**src/lcdppw_pkg.sv**
```systemverilog
package lcdppw_pkg;

  localparam int unsigned PIXEL_W = 16;
  localparam int unsigned BYTE_W  = 8;
  localparam int unsigned STORE_W = 7;
  localparam int unsigned REG_IDX_W = 2;

  typedef logic [BYTE_W-1:0]  byte_t;
  typedef logic [STORE_W-1:0] store_t;

  typedef enum logic [REG_IDX_W-1:0] {
    REG_COLUMN_OFFSET      = 2'd0,
    REG_COLUMN_HIGH_OPCODE = 2'd1,
    REG_COLUMN_LOW_OPCODE  = 2'd2,
    REG_PAGE_OPCODE        = 2'd3
  } reg_idx_t;

  typedef enum logic [1:0] {
    SLOT_COL_HIGH = 2'd0,
    SLOT_COL_LOW  = 2'd1,
    SLOT_PAGE     = 2'd2,
    SLOT_DATA     = 2'd3
  } slot_t;

  localparam byte_t COLUMN_OFFSET_RST      = 8'h1E;
  localparam byte_t COLUMN_HIGH_OPCODE_RST = 8'h10;
  localparam byte_t COLUMN_LOW_OPCODE_RST  = 8'h00;
  localparam byte_t PAGE_OPCODE_RST        = 8'hB0;
  localparam byte_t NIBBLE_MASK            = 8'h0F;

  localparam logic [2:0] LAST_ROW_BIT = 3'd7;

endpackage

```
**src/lcdppw_if.sv**
```systemverilog
interface lcdppw_pixel_if;
  logic                              valid;
  logic                              ready;
  logic [lcdppw_pkg::PIXEL_W-1:0]    pixel_value;

  modport source (output valid, output pixel_value, input ready);
  modport sink   (input valid, input pixel_value, output ready);
endinterface

interface lcdppw_byte_if;
  logic                  valid;
  logic                  ready;
  lcdppw_pkg::byte_t     out_byte;
  logic                  is_data;
  logic                  last_of_run;

  modport source (output valid, output out_byte, output is_data, output last_of_run,
                  input ready);
  modport sink   (input valid, input out_byte, input is_data, input last_of_run,
                  output ready);
endinterface

```
**src/lcd_page_packer_writer.sv**
```systemverilog
// Page-mode LCD write packer. Pixels arrive on pix, one per transfer, in
// row-major order over a frame WIDTH columns wide and PAGES*8 rows high; a
// nonzero pixel is lit. Controller traffic leaves on lcd, one byte per transfer.
// Rows 0 to 6 of a page are merged into a per-column line store by a
// read-modify-write; such a pixel produces no output and is taken every cycle
// unless an eighth-row pixel ahead of it waits for the output. A pixel of a
// page's eighth row produces four bytes: column-high, column-low and page
// commands, then the packed data byte flagged with is_data and last_of_run.
// The run moves from the s1 registers into the emit_bytes registers and
// leaves one byte at a time, with the next pixel already accepted while a run
// drains. Reset clears the position counters, the pipeline and the output,
// and loads the default register values; the line store is not cleared, since
// every bit of an entry is written in a page before it is packed. Configuration
// is written via cfg_we, cfg_index and cfg_data while the block is idle, a rule
// for the user that the block does not enforce. When the receiver stalls, the
// current byte holds and input stops once a second run is ready.
module lcd_page_packer_writer #(
  parameter int unsigned WIDTH = 128,
  parameter int unsigned PAGES = 8
) (
  input  logic                                  clk,
  input  logic                                  rst,
  input  logic                                  cfg_we,
  input  logic [lcdppw_pkg::REG_IDX_W-1:0]      cfg_index,
  input  lcdppw_pkg::byte_t                     cfg_data,
  lcdppw_pixel_if.sink                          pix,
  lcdppw_byte_if.source                         lcd
);

  localparam int unsigned CW  = (WIDTH > 1) ? $clog2(WIDTH) : 1;
  localparam int unsigned PGW = (PAGES > 1) ? $clog2(PAGES) : 1;
  localparam logic [CW-1:0]  LAST_COL  = CW'(WIDTH - 1);
  localparam logic [PGW-1:0] LAST_PAGE = PGW'(PAGES - 1);

  lcdppw_pkg::byte_t column_offset;
  lcdppw_pkg::byte_t column_high_opcode;
  lcdppw_pkg::byte_t column_low_opcode;
  lcdppw_pkg::byte_t page_opcode;

  logic [CW-1:0]  col_cnt;
  logic [2:0]     bit_cnt;
  logic [PGW-1:0] page_cnt;

  logic           s1_valid;
  logic [CW-1:0]  s1_col;
  logic [2:0]     s1_bit;
  logic [PGW-1:0] s1_page;
  logic           s1_lit;

  lcdppw_pkg::store_t row_store [WIDTH];
  lcdppw_pkg::store_t rd_data;
  lcdppw_pkg::store_t wr_data;
  lcdppw_pkg::store_t bit_mask;

  logic               emit_busy;
  lcdppw_pkg::slot_t  emit_slot;
  lcdppw_pkg::byte_t  emit_bytes [4];

  logic in_fire;
  logic out_fire;
  logic emit_done;
  logic emit_free;
  logic s1_store;
  logic s1_pack;
  logic s1_adv;
  logic forward;

  lcdppw_pkg::byte_t col_addr;
  lcdppw_pkg::byte_t packed_byte;

  always_ff @(posedge clk) begin
    if (rst) begin
      column_offset      <= lcdppw_pkg::COLUMN_OFFSET_RST;
      column_high_opcode <= lcdppw_pkg::COLUMN_HIGH_OPCODE_RST;
      column_low_opcode  <= lcdppw_pkg::COLUMN_LOW_OPCODE_RST;
      page_opcode        <= lcdppw_pkg::PAGE_OPCODE_RST;
    end else if (cfg_we) begin
      unique case (lcdppw_pkg::reg_idx_t'(cfg_index))
        lcdppw_pkg::REG_COLUMN_OFFSET:      column_offset      <= cfg_data;
        lcdppw_pkg::REG_COLUMN_HIGH_OPCODE: column_high_opcode <= cfg_data;
        lcdppw_pkg::REG_COLUMN_LOW_OPCODE:  column_low_opcode  <= cfg_data;
        lcdppw_pkg::REG_PAGE_OPCODE:        page_opcode        <= cfg_data;
        default: ;
      endcase
    end
  end

  assign out_fire  = lcd.valid && lcd.ready;
  assign emit_done = out_fire && (emit_slot == lcdppw_pkg::SLOT_DATA);
  assign emit_free = !emit_busy || emit_done;
  assign s1_store  = s1_valid && (s1_bit != lcdppw_pkg::LAST_ROW_BIT);
  assign s1_pack   = s1_valid && (s1_bit == lcdppw_pkg::LAST_ROW_BIT) && emit_free;
  assign s1_adv    = s1_store || s1_pack;
  assign pix.ready = !s1_valid || s1_adv;
  assign in_fire   = pix.valid && pix.ready;

  always_ff @(posedge clk) begin
    if (rst) begin
      col_cnt  <= '0;
      bit_cnt  <= '0;
      page_cnt <= '0;
    end else if (in_fire) begin
      if (col_cnt == LAST_COL) begin
        col_cnt <= '0;
        bit_cnt <= bit_cnt + 3'd1;
        if (bit_cnt == lcdppw_pkg::LAST_ROW_BIT) begin
          page_cnt <= (page_cnt == LAST_PAGE) ? '0 : page_cnt + PGW'(1);
        end
      end else begin
        col_cnt <= col_cnt + CW'(1);
      end
    end
  end

  always_ff @(posedge clk) begin
    if (rst) begin
      s1_valid <= 1'b0;
    end else if (in_fire) begin
      s1_valid <= 1'b1;
    end else if (s1_adv) begin
      s1_valid <= 1'b0;
    end
  end

  always_ff @(posedge clk) begin
    if (in_fire) begin
      s1_col  <= col_cnt;
      s1_bit  <= bit_cnt;
      s1_page <= page_cnt;
      s1_lit  <= (pix.pixel_value != '0);
    end
  end

  // A write in flight to the column being read is forwarded into the read register.
  assign bit_mask = lcdppw_pkg::STORE_W'(1) << s1_bit;
  assign wr_data  = s1_lit ? (rd_data | bit_mask) : (rd_data & ~bit_mask);
  assign forward  = s1_store && (s1_col == col_cnt);

  always_ff @(posedge clk) begin
    if (s1_store) begin
      row_store[s1_col] <= wr_data;
    end
    if (in_fire) begin
      rd_data <= forward ? wr_data : row_store[col_cnt];
    end
  end

  assign col_addr    = column_offset + lcdppw_pkg::BYTE_W'(s1_col);
  assign packed_byte = {s1_lit, rd_data};

  always_ff @(posedge clk) begin
    if (rst) begin
      emit_busy <= 1'b0;
      emit_slot <= lcdppw_pkg::SLOT_COL_HIGH;
    end else if (s1_pack) begin
      emit_busy <= 1'b1;
      emit_slot <= lcdppw_pkg::SLOT_COL_HIGH;
    end else if (emit_done) begin
      emit_busy <= 1'b0;
    end else if (out_fire) begin
      emit_slot <= lcdppw_pkg::slot_t'(emit_slot + 2'd1);
    end
  end

  always_ff @(posedge clk) begin
    if (s1_pack) begin
      emit_bytes[lcdppw_pkg::SLOT_COL_HIGH] <= column_high_opcode | {4'h0, col_addr[7:4]};
      emit_bytes[lcdppw_pkg::SLOT_COL_LOW]  <= column_low_opcode | {4'h0, col_addr[3:0]};
      emit_bytes[lcdppw_pkg::SLOT_PAGE]     <= page_opcode
                                               | (lcdppw_pkg::BYTE_W'(s1_page)
                                                  & lcdppw_pkg::NIBBLE_MASK);
      emit_bytes[lcdppw_pkg::SLOT_DATA]     <= packed_byte;
    end
  end

  assign lcd.valid       = emit_busy;
  assign lcd.out_byte    = emit_bytes[emit_slot];
  assign lcd.is_data     = (emit_slot == lcdppw_pkg::SLOT_DATA);
  assign lcd.last_of_run = (emit_slot == lcdppw_pkg::SLOT_DATA);

endmodule

```
**src/flat_wrapper.sv**
```systemverilog
// flat-port wrapper written by rule: the top's interface ports become plain ports
module lcd_page_packer_writer_flat 
#(
  parameter int unsigned WIDTH = 128,
  parameter int unsigned PAGES = 8
)
  (clk, rst, cfg_we, cfg_index, cfg_data, pix_valid, pix_pixel_value, pix_ready, lcd_valid, lcd_out_byte, lcd_is_data, lcd_last_of_run, lcd_ready);
  lcdppw_pixel_if pix_i ();
  lcdppw_byte_if lcd_i ();
  input  logic clk;
  input  logic rst;
  input  logic cfg_we;
  input  logic [lcdppw_pkg::REG_IDX_W-1:0] cfg_index;
  input  lcdppw_pkg::byte_t cfg_data;
  input wire logic [$bits(pix_i.valid)-1:0] pix_valid;
  input wire logic [$bits(pix_i.pixel_value)-1:0] pix_pixel_value;
  output wire logic [$bits(pix_i.ready)-1:0] pix_ready;
  output wire logic [$bits(lcd_i.valid)-1:0] lcd_valid;
  output wire logic [$bits(lcd_i.out_byte)-1:0] lcd_out_byte;
  output wire logic [$bits(lcd_i.is_data)-1:0] lcd_is_data;
  output wire logic [$bits(lcd_i.last_of_run)-1:0] lcd_last_of_run;
  input wire logic [$bits(lcd_i.ready)-1:0] lcd_ready;
  assign pix_i.valid = pix_valid;
  assign pix_i.pixel_value = pix_pixel_value;
  assign pix_ready = pix_i.ready;
  assign lcd_valid = lcd_i.valid;
  assign lcd_out_byte = lcd_i.out_byte;
  assign lcd_is_data = lcd_i.is_data;
  assign lcd_last_of_run = lcd_i.last_of_run;
  assign lcd_i.ready = lcd_ready;
  lcd_page_packer_writer #(.WIDTH(WIDTH), .PAGES(PAGES)) u_core (.clk(clk), .rst(rst), .cfg_we(cfg_we), .cfg_index(cfg_index), .cfg_data(cfg_data), .pix(pix_i), .lcd(lcd_i));
endmodule
```
**config.mk**
```make
export PLATFORM = sky130hd
export DESIGN_NAME = lcd_page_packer_writer_flat
export DESIGN_NICKNAME = d
export VERILOG_FILES = /design/src/lcdppw_pkg.sv /design/src/lcdppw_if.sv /design/src/lcd_page_packer_writer.sv /design/src/flat_wrapper.sv
export SDC_FILE = /design/constraint.sdc
export NUM_CORES = 1
export LEC_CHECK = 0
export BUFFER_PORTS_ARGS = -buffer_cell sky130_fd_sc_hd__buf_2
export CORE_UTILIZATION = 45
export DETAILED_ROUTE_END_ITERATION = 16
export PLACE_DENSITY = 0.63
export SYNTH_ARGS = -nofsm -noshare
export SYNTH_HDL_FRONTEND = slang
export SYNTH_SLANG_ARGS = --single-unit
export TNS_END_PERCENT = 20
```
**constraint.sdc**
```tcl
create_clock -name clk -period 7.3 [get_ports clk]
set_input_delay 0.365 -clock clk [delete_from_list [all_inputs] [get_ports clk]]
set_output_delay 0.365 -clock clk [all_outputs]
set_load 0.02 [all_outputs]
```
# Word-level counts from Yosys, hierarchy flattened
# Memories as Yosys holds them, arrays and structs flattened. A register that Yosys moved wholly into a read port is not among the register bits.
# Index checks and enable logic that the tools add are counted.
# op_classes
n_eq_ne,9
shift,1
addsub,5
reduce_logical,23
mux,13
bitwise,7
# op_table
op,n
8-bit by 4-bit OR with 8-bit output,2
16-bit nonzero test,1
7-bit two-way mux,2
2-bit AND reduction,6
"3-bit == test, second input constant",3
8-bit by 7-bit adder with 8-bit output,1
1-bit two-way mux,8
8-bit by 3-bit OR with 8-bit output,1
"7-bit by 1-bit adder with 7-bit output, second input constant",1
7-bit AND,1
"7-bit == test, second input constant",1
7-bit inverter,1
7-bit OR,1
"1-bit by 3-bit left shift with 7-bit output, first input constant",1
"3-bit by 1-bit adder with 3-bit output, second input constant",2
"2-bit == test, second input constant",3
1-bit logical AND,6
2-bit two-way mux,2
2-bit nonzero test,2
1-bit logical OR,3
3-bit two-way mux,1
"3-bit != test, second input constant",1
3-bit AND reduction,1
"2-bit by 1-bit adder with 2-bit output, second input constant",1
other kinds (5),6
# totals
out_inout_bits,12
word_cells,74
inputBits,31
ff_bits,63
n_memories,2
ram_bits,928
# mem_list
name,words,width,read_ports,rd_ports_with_merged_regs,write_ports,line,text
u_core.row_store,128,7,1,1,1,lcd_page_packer_writer.sv:50,lcdppw_pkg::store_t row_store [WIDTH];
u_core.emit_bytes,4,8,1,1,4,lcd_page_packer_writer.sv:57,lcdppw_pkg::byte_t emit_bytes [4];

# Longest topological paths before layout
# Gate-level depths: netlist of run 1.
# depth
word_depth,8
depth_mapped,11
depth_no_buf,8

# Least setup slack after synthesis of run 1
# No wires, ideal clock.
# synth_timing
path_kind,flip-flop to flip-flop
from,register u_core.emit_slot[0]
to,memory u_core.emit_bytes[0][0] in the netlist's numbering (enable)
setup_time_ns,0.426
path_slack_ns,4.597
t_arrival_ns,2.277
t_required_ns,6.874
synth_period_minus_slack_ns,2.703
n_path_buf,0
path_stages_with_launch,4
cell_sequence,dfxtp_1 ha_1 a21boi_0 nor2_1
# synth_lines
element,line,text
start: declaration,lcd_page_packer_writer.sv:56,lcdppw_pkg::slot_t emit_slot;
start signal: assignment,lcd_page_packer_writer.sv:154,emit_slot <= lcdppw_pkg::SLOT_COL_HIGH;
start signal: assignment,lcd_page_packer_writer.sv:157,emit_slot <= lcdppw_pkg::SLOT_COL_HIGH;
start signal: assignment,lcd_page_packer_writer.sv:161,emit_slot <= lcdppw_pkg::slot_t'(emit_slot + 2'd1);
end: declaration,lcd_page_packer_writer.sv:57,

==> qor.yml, run 1 <==
run_status: "complete, no violations"
grt_first_pass_wirelength_um: 135000
antenna_left: 0
synth_cells: 2036
footprint_of_the_multi_input_gates_um2: 9350
max-clock-path-buffers: 3
layout_commonest_cell: "sky130_fd_sc_hd__edfxtp_1"
crit_path_max_fanout: 31
final_layout_size_suffix_gt1_frac: 0.188
initialDrtViolationCount: 2227
yosysTopAreaCellShare: 0.719
seqCellArea_um2: 29500
final_cell_count_no_fill: 3345
numClockSinks: 1000
total_leakage_power_nw: 14.0
critical-path-top-cell-by-count: "sky130_fd_sc_hd__o21ai_0"
share_comb_of_total_power: 0.055
layout-area-overhead-vs-synth_pct: 11.4
worstMarginPinSlew_ns: 1.24
timing.final.max_slew_violations: 0
holdCritPathClass: "in -> reg"
worst_ep_required_time_ns: 7.67
hold_viol: 0
seqPwrFrac: 0.530
synth.ff_latch_count: 1000
dp_worst_setup_slack_ns: 3.43
chipHeight_um: 299
post_cts_hold_buffer_count: 12
power_switching_mw: 2.59
gp_weighted_congestion: 0.858
routed-wl-met2_um: 44400
residual_drc_count: 0
synth-main-ff-cell: "sky130_fd_sc_hd__edfxtp_1"
synth.area.top_cells: "sky130_fd_sc_hd__edfxtp_1 72%, sky130_fd_sc_hd__mux4_2 8.9%, sky130_fd_sc_hd__mux2i_1 4.3%"
fin_crit_sh: 0.550
port_buffers: 42
clkPwrFrac: 0.414
critical-path-slowest-cell: "sky130_fd_sc_hd__or3b_1"
num_vias: 19700
core_area_um2: 87000
report.final.setup_viol: 0
yosys.cell_types.count: 69
synth_enable_flop_cells: 949
worst_slack_ns: 3.28
timing.setup.tns_ns: 0
clock-root-buffer: "sky130_fd_sc_hd__clkbuf_16"
fin_total_pwr_mw: 12.1
num_ports: 43
switching_share: 0.214
yosysSeqAreaShare: 0.744
critical-path-top-delay-family: "simple AND/OR/NAND/NOR gates"
fin_nets: 2152
grt_start_max_net_pins: 114
antenna_cells_inserted: 0
cell_internal_pwr_mw: 9.50
crit_arrival_ns: 4.39
utilization: 0.508
endpoint_kind: "flop"
timing.critical_path.slowest_cell_delay_ns: 0.82
totalWireLength_um: 91500
most-common-layout-cells: "949 x sky130_fd_sc_hd__edfxtp_1, 177 x sky130_fd_sc_hd__nor2_1, 172 x sky130_fd_sc_hd__mux2i_1, 157 x sky130_fd_sc_hd__mux4_2, 103 x sky130_fd_sc_hd__clkbuf_16"
cts_post_setup_buffers_inserted: 0
timing_worst_setup_path_type: "reg -> reg"
grt_pass1_vias: 20100
grt_antenna_before_repair: 0
met1_length_um: 37900
drt_first_pass_iters: 5
htree_num_levels: 3
dr.max_layer_used: "met4"
cts_resized: 0
synth.net_count: 2081
floorplan.initialDensity: 0.456
avgSynthCellArea_um2: 19.5
timing.clock.skew_ns: 0.0270
yosys_synthesis_warning_count: 0
grt.total_usage: 0.206
placed_area_um2: 40800
fin_hold_ws_ns: 0.0889
critical_path.n_buffers_inverters: 1
slew-limit-headroom: 0.174
ir_worst_vdd_mv: 0.193
mappedNetlistArea_um2: 39700
grt_overflow: 0
clk_pin_slew_worst_paths_ns: 0.06
dieArea_um2: 89300
chipWidth_um: 299
yosysTopAreaCell: "sky130_fd_sc_hd__edfxtp_1"
synth-async-reset-ratio: 0
cts_inserted_buffers: 100
critical_path.cell_chain: "buf_4 > or3b_1 > o22ai_1 > o21ai_0 > o21ai_0 > nor4_1 > nor3_1"
filler_cell_count: 6978
tritoncts: "built"
met3RoutedLength_um: 6120
max_cap_violations: 0
clkLatencyLatePin_ns: 0.65
power.density_nw_per_um2: 274
placement_rows: 108
post_drt_via_cell_ratio: 5.90
detailed_place_hpwl_um: 55500
wl_per_cell_um: 27.4
place.detailed.instances: 3148
rsz0062_at_grt: "no"
max_freq_mhz: 249
post-route-min-period_ns: 4.02
final_cell_area_um2: 44200
setup.worst_path.start_class: "flop"
## tightest hold or removal path: stages
cell	delay [ns]
sky130_fd_sc_hd__buf_2	0.11
sky130_fd_sc_hd__a21bo_2	0.16
sky130_fd_sc_hd__a21oi_1	0.06
## registers in the layout, indices dropped and copies added, names as in the netlist, named ones only
register and flops:
u_core.rd_data 7, u_core.emit_slot 2, u_core.column_low_opcode 8, u_core.s1_page 3
u_core.row_store 896, u_core.page_opcode 8, u_core.bit_cnt 3, u_core.page_cnt 3
u_core.s1_col 7, u_core.s1_lit 1, u_core.column_offset 8, u_core.col_cnt 7
u_core.emit_bytes 32, u_core.s1_bit 3, u_core.lcd.valid 1, u_core.column_high_opcode 8
u_core.s1_valid 1
## power groups by stage
stage          sequential (mW)  clock, mW  combinational [mW]
5_1_grt                   6.41       5.28               0.711
3_5_place_dp              6.53          0               0.674
2_1_floorplan             6.50          0               0.487
4_1_cts                   6.41       5.08               0.679
6_report                  6.41       5.01               0.669
3_3_place_gp              6.53          0               0.658
## metal layers
layer	vias up	track usage
met5	-	0
li1	8457	-
met2	717	0.331
met1	10400	0.282
met4	0	0.0767
met3	180	0.0372
## path summary, 6_finish.rpt
| path | startpoint | endpoint | slack (ns) | cells after the start |
|---|---|---|---|---|
| setup reg to reg | u_core.col_cnt[0] | u_core.rd_data[0] | 3.28 | 7 |
| setup / recovery | u_core.col_cnt[0] | u_core.rd_data[0] | 3.28 | 7 |
| hold / removal | lcd_ready | u_core.lcd.valid | 0.09 | 3 |
| hold reg to reg | u_core.page_opcode[6] | u_core.emit_bytes[2][6] | 0.44 | 0 |
## area by class of cell
cell class	count	area share
repair buffers	86	0.0135
inverters	9	0.000765
flip-flops and latches	1000	0.668
multi-input cells	910	0.212
well taps	1155	0.0327
clock buffers	127	0.0624
clock inverters	58	0.0105
## synth_stat cells (all sizes together), types with 19 or more instances
cell    instances
nand3          19
nand2          44
dfxtp          51
mux4          189
a21oi          25
o22ai          38
clkbuf         40
o21ai          28
edfxtp        949
mux2i         172
nor2          178
buf            77
## logic make-up (layout without fill, tap and decap cells)
kind of cell    after synthesis  after routing  synth area share
flops                      1000           1000             0.744
mux                         370            370             0.156
simple gates                335            335            0.0393
compound gates              172            172            0.0306
buf+inv                     126            280            0.0206
xor+xnor                     19             19           0.00420
fa+ha+maj                    14             14           0.00461
No activity file was read; power rests on OpenSTA's default activity.
==> inputs of run 2 (changes only) <==
--- a/config.mk
+++ b/config.mk
@@ -8,7 +8,7 @@
 export BUFFER_PORTS_ARGS = -buffer_cell sky130_fd_sc_hd__buf_2
 export CORE_UTILIZATION = 45
 export DETAILED_ROUTE_END_ITERATION = 16
-export PLACE_DENSITY = 0.63
+export PLACE_DENSITY = 0.65
 export SYNTH_ARGS = -nofsm -noshare
 export SYNTH_HDL_FRONTEND = slang
 export SYNTH_SLANG_ARGS = --single-unit
==> constraint.sdc (replaced) <==
create_clock -name clk -period 3.3 [get_ports clk]
set_input_delay 0.165 -clock clk [delete_from_list [all_inputs] [get_ports clk]]
set_output_delay 0.165 -clock clk [all_outputs]
set_load 0.02 [all_outputs]
==> run 2 against run 1 <==
Critical path depth unchanged. Clock skew down 0.0053 ns. Via count up 4.2%. Core utilization up 1.8 points. Worst setup slack worse by 3.1 ns. Highest routed layer unchanged.
==> qor.yml, run 2 (synthesis gave the netlist of run 1 again) <==
run_status: "complete, no violations"
max_freq_mhz: 318  # +28%
cell_internal_pwr_mw: 21.3  # +120%
post_drt_via_cell_ratio: 5.86  # -0.69%
max-clock-path-buffers: 3  # unchanged
timing.final.max_slew_violations: 0  # unchanged
antenna_cells_inserted: 0  # unchanged
met3RoutedLength_um: 7610  # +24%
chipHeight_um: 299  # unchanged
critical-path-top-delay-family: "multiplexers"
chipWidth_um: 299  # unchanged
cts_inserted_buffers: 98  # -2.0%
grt_antenna_before_repair: 1  # +1
grt.total_usage: 0.214  # +0.00823
worst_slack_ns: 0.155  # -3.13 ns
total_leakage_power_nw: 14.9  # +6.7%
dieArea_um2: 89300  # unchanged
place.detailed.instances: 3312  # +5.2%
core_area_um2: 87000  # unchanged
wl_per_cell_um: 27.2  # -0.71%
tritoncts: "built"
post_cts_hold_buffer_count: 14  # +2
timing_worst_setup_path_type: "reg -> reg"
fin_nets: 2316  # +7.6%
grt_overflow: 0  # unchanged
floorplan.initialDensity: 0.456  # unchanged
detailed_place_hpwl_um: 61400  # +11%
port_buffers: 42  # unchanged
critical-path-top-cell-by-count: "sky130_fd_sc_hd__buf_4"
layout-area-overhead-vs-synth_pct: 15.3
timing.clock.skew_ns: 0.0217  # -0.00532 ns
clock-root-buffer: "sky130_fd_sc_hd__clkbuf_16"
fin_crit_sh: 0.953  # +0.403
report.final.setup_viol: 0  # unchanged
drt_first_pass_iters: 5  # unchanged
num_vias: 20600  # +4.2%
power.density_nw_per_um2: 594  # +120%
critical-path-slowest-cell: "sky130_fd_sc_hd__dfxtp_4"
clkLatencyLatePin_ns: 0.67  # +0.02 ns
power_switching_mw: 5.84  # +130%
numClockSinks: 1000  # unchanged
endpoint_kind: "flop"
timing.critical_path.slowest_cell_delay_ns: 0.61  # -0.21 ns
top_regs: "u_core.row_store: 896 flops, u_core.emit_bytes: 32 flops"
initialDrtViolationCount: 2053  # -7.8%
seqPwrFrac: 0.521  # -0.009
grt_pass1_vias: 21000  # +4.5%
slew-limit-headroom: 0.239  # +0.0648
num_ports: 43  # unchanged
switching_share: 0.215  # +0.000982
totalWireLength_um: 95400  # +4.2%
regMostFlops: "u_core.row_store"
routed-wl-met2_um: 46100  # +3.7%
max_cap_violations: 0  # unchanged
clk_pin_slew_worst_paths_ns: 0.06  # about the same
cts_post_setup_buffers_inserted: 0  # unchanged
final_layout_size_suffix_gt1_frac: 0.244  # +0.0568
rsz0062_at_grt: "no"
dr.max_layer_used: "met4"
grt_start_max_net_pins: 86  # -25%
cts_resized: 0  # unchanged
holdCritPathClass: "in -> reg"
placement_rows: 108  # unchanged
grt_first_pass_wirelength_um: 140000  # +4.1%
met1_length_um: 39100  # +3.1%
setup.worst_path.start_class: "flop"
crit_arrival_ns: 3.53  # -0.86 ns
critical_path.cell_chain: "buf_4 > buf_4 > mux4_1 > mux2i_1 > a2111oi_2 > nor4_1 > a211oi_1"
critical_path.n_buffers_inverters: 2  # +1
largest_reg_flops: 896  # unchanged
clkPwrFrac: 0.418  # +0.004
share_comb_of_total_power: 0.060  # +0.005
final_cell_count_no_fill: 3511  # +5.0%
gp_weighted_congestion: 0.889  # +3.6%
fin_hold_ws_ns: 0.0984  # +0.00945 ns
layout_commonest_cell: "sky130_fd_sc_hd__edfxtp_1"
antenna_left: 0  # unchanged
crit_path_max_fanout: 16  # -48%
worst_ep_required_time_ns: 3.68  # -3.99 ns
post-route-min-period_ns: 3.14  # -0.873 ns
timing.setup.tns_ns: 0  # unchanged
residual_drc_count: 0  # unchanged
worstMarginPinSlew_ns: 1.14  # -0.0972 ns
ir_worst_vdd_mv: 0.414  # +110%
hold_viol: 0  # unchanged
htree_num_levels: 3  # unchanged
dp_worst_setup_slack_ns: 0.131  # -3.30 ns
most-common-layout-cells: "949 x sky130_fd_sc_hd__edfxtp_1, 177 x sky130_fd_sc_hd__nor2_1, 174 x sky130_fd_sc_hd__buf_4, 172 x sky130_fd_sc_hd__mux2i_1, 157 x sky130_fd_sc_hd__mux4_2"
==> run 2: cell types whose count changed in the layout (fill, tap and decap cells not counted), sizes merged <==
cell         change
clkinvlp         +7
clkinv           -5
buf            +164
dlygate4sd3      +2
bufinv           +7
inv              +3
clkbuf          -12
==> run 2: through the flow <==
step / total power [mW] / instance area, um^2 / util
floorplan: 15.5 / 39700 / -
global placement: 16.0 / 42300 / 0.486
detailed placement: 16.1 / 42300 / 0.486
CTS: 27.3 / 45700 / 0.525
global route: 27.9 / 45700 / 0.525
finish: 27.1 / 45700 / 0.525
==> run 2: final cells by class <==
| type | count | area [um^2] |
|---|---|---|
| Timing Repair Buffer | 252 | 2100 |
| Multi-Input combinational cell | 910 | 9350 |
| Sequential cell | 1000 | 29500 |
| Inverter | 9 | 33.8 |
| Clock inverter | 70 | 732 |
| Tap cell | 1155 | 1450 |
| Clock buffer | 115 | 2540 |
| Fill cell | 6819 | 41300 |
==> run 2: worst paths after layout <==
check | start | endpoint | slack, ns | cells past startpoint
worst min-delay path | cfg_index[1] | u_core.page_opcode[6] | 0.1 | 4
worst min register to register | u_core.column_high_opcode[6] | u_core.emit_bytes[0][6] | 0.43 | 0
worst max-delay path | u_core.col_cnt[0] | u_core.rd_data[6] | 0.16 | 7
worst max register to register | u_core.col_cnt[0] | u_core.rd_data[6] | 0.16 | 7
==> run 2: power by group through the flow <==
stage / registers [mW] / clock network [mW] / logic [mW]
6_report: 14.2 / 11.3 / 1.64
3_3_place_gp: 14.4 / 0 / 1.60
2_1_floorplan: 14.4 / 0 / 1.08
3_5_place_dp: 14.4 / 0 / 1.64
4_1_cts: 14.1 / 11.5 / 1.65
5_1_grt: 14.1 / 12.0 / 1.73
==> run 2: per-layer routing <==
metal  global-route usage  up-vias
met4               0.0668        0
met5                    0        -
met3               0.0343      169
met1                0.300    10700
met2                0.346      904
li1                     -     8804
==> run 2: worst min-delay path, stage by stage <==
cell and delay [ns]:
sky130_fd_sc_hd__buf_2 0.12, sky130_fd_sc_hd__and3_1 0.25, sky130_fd_sc_hd__nand2_1 0.11, sky130_fd_sc_hd__a21oi_1 0.05
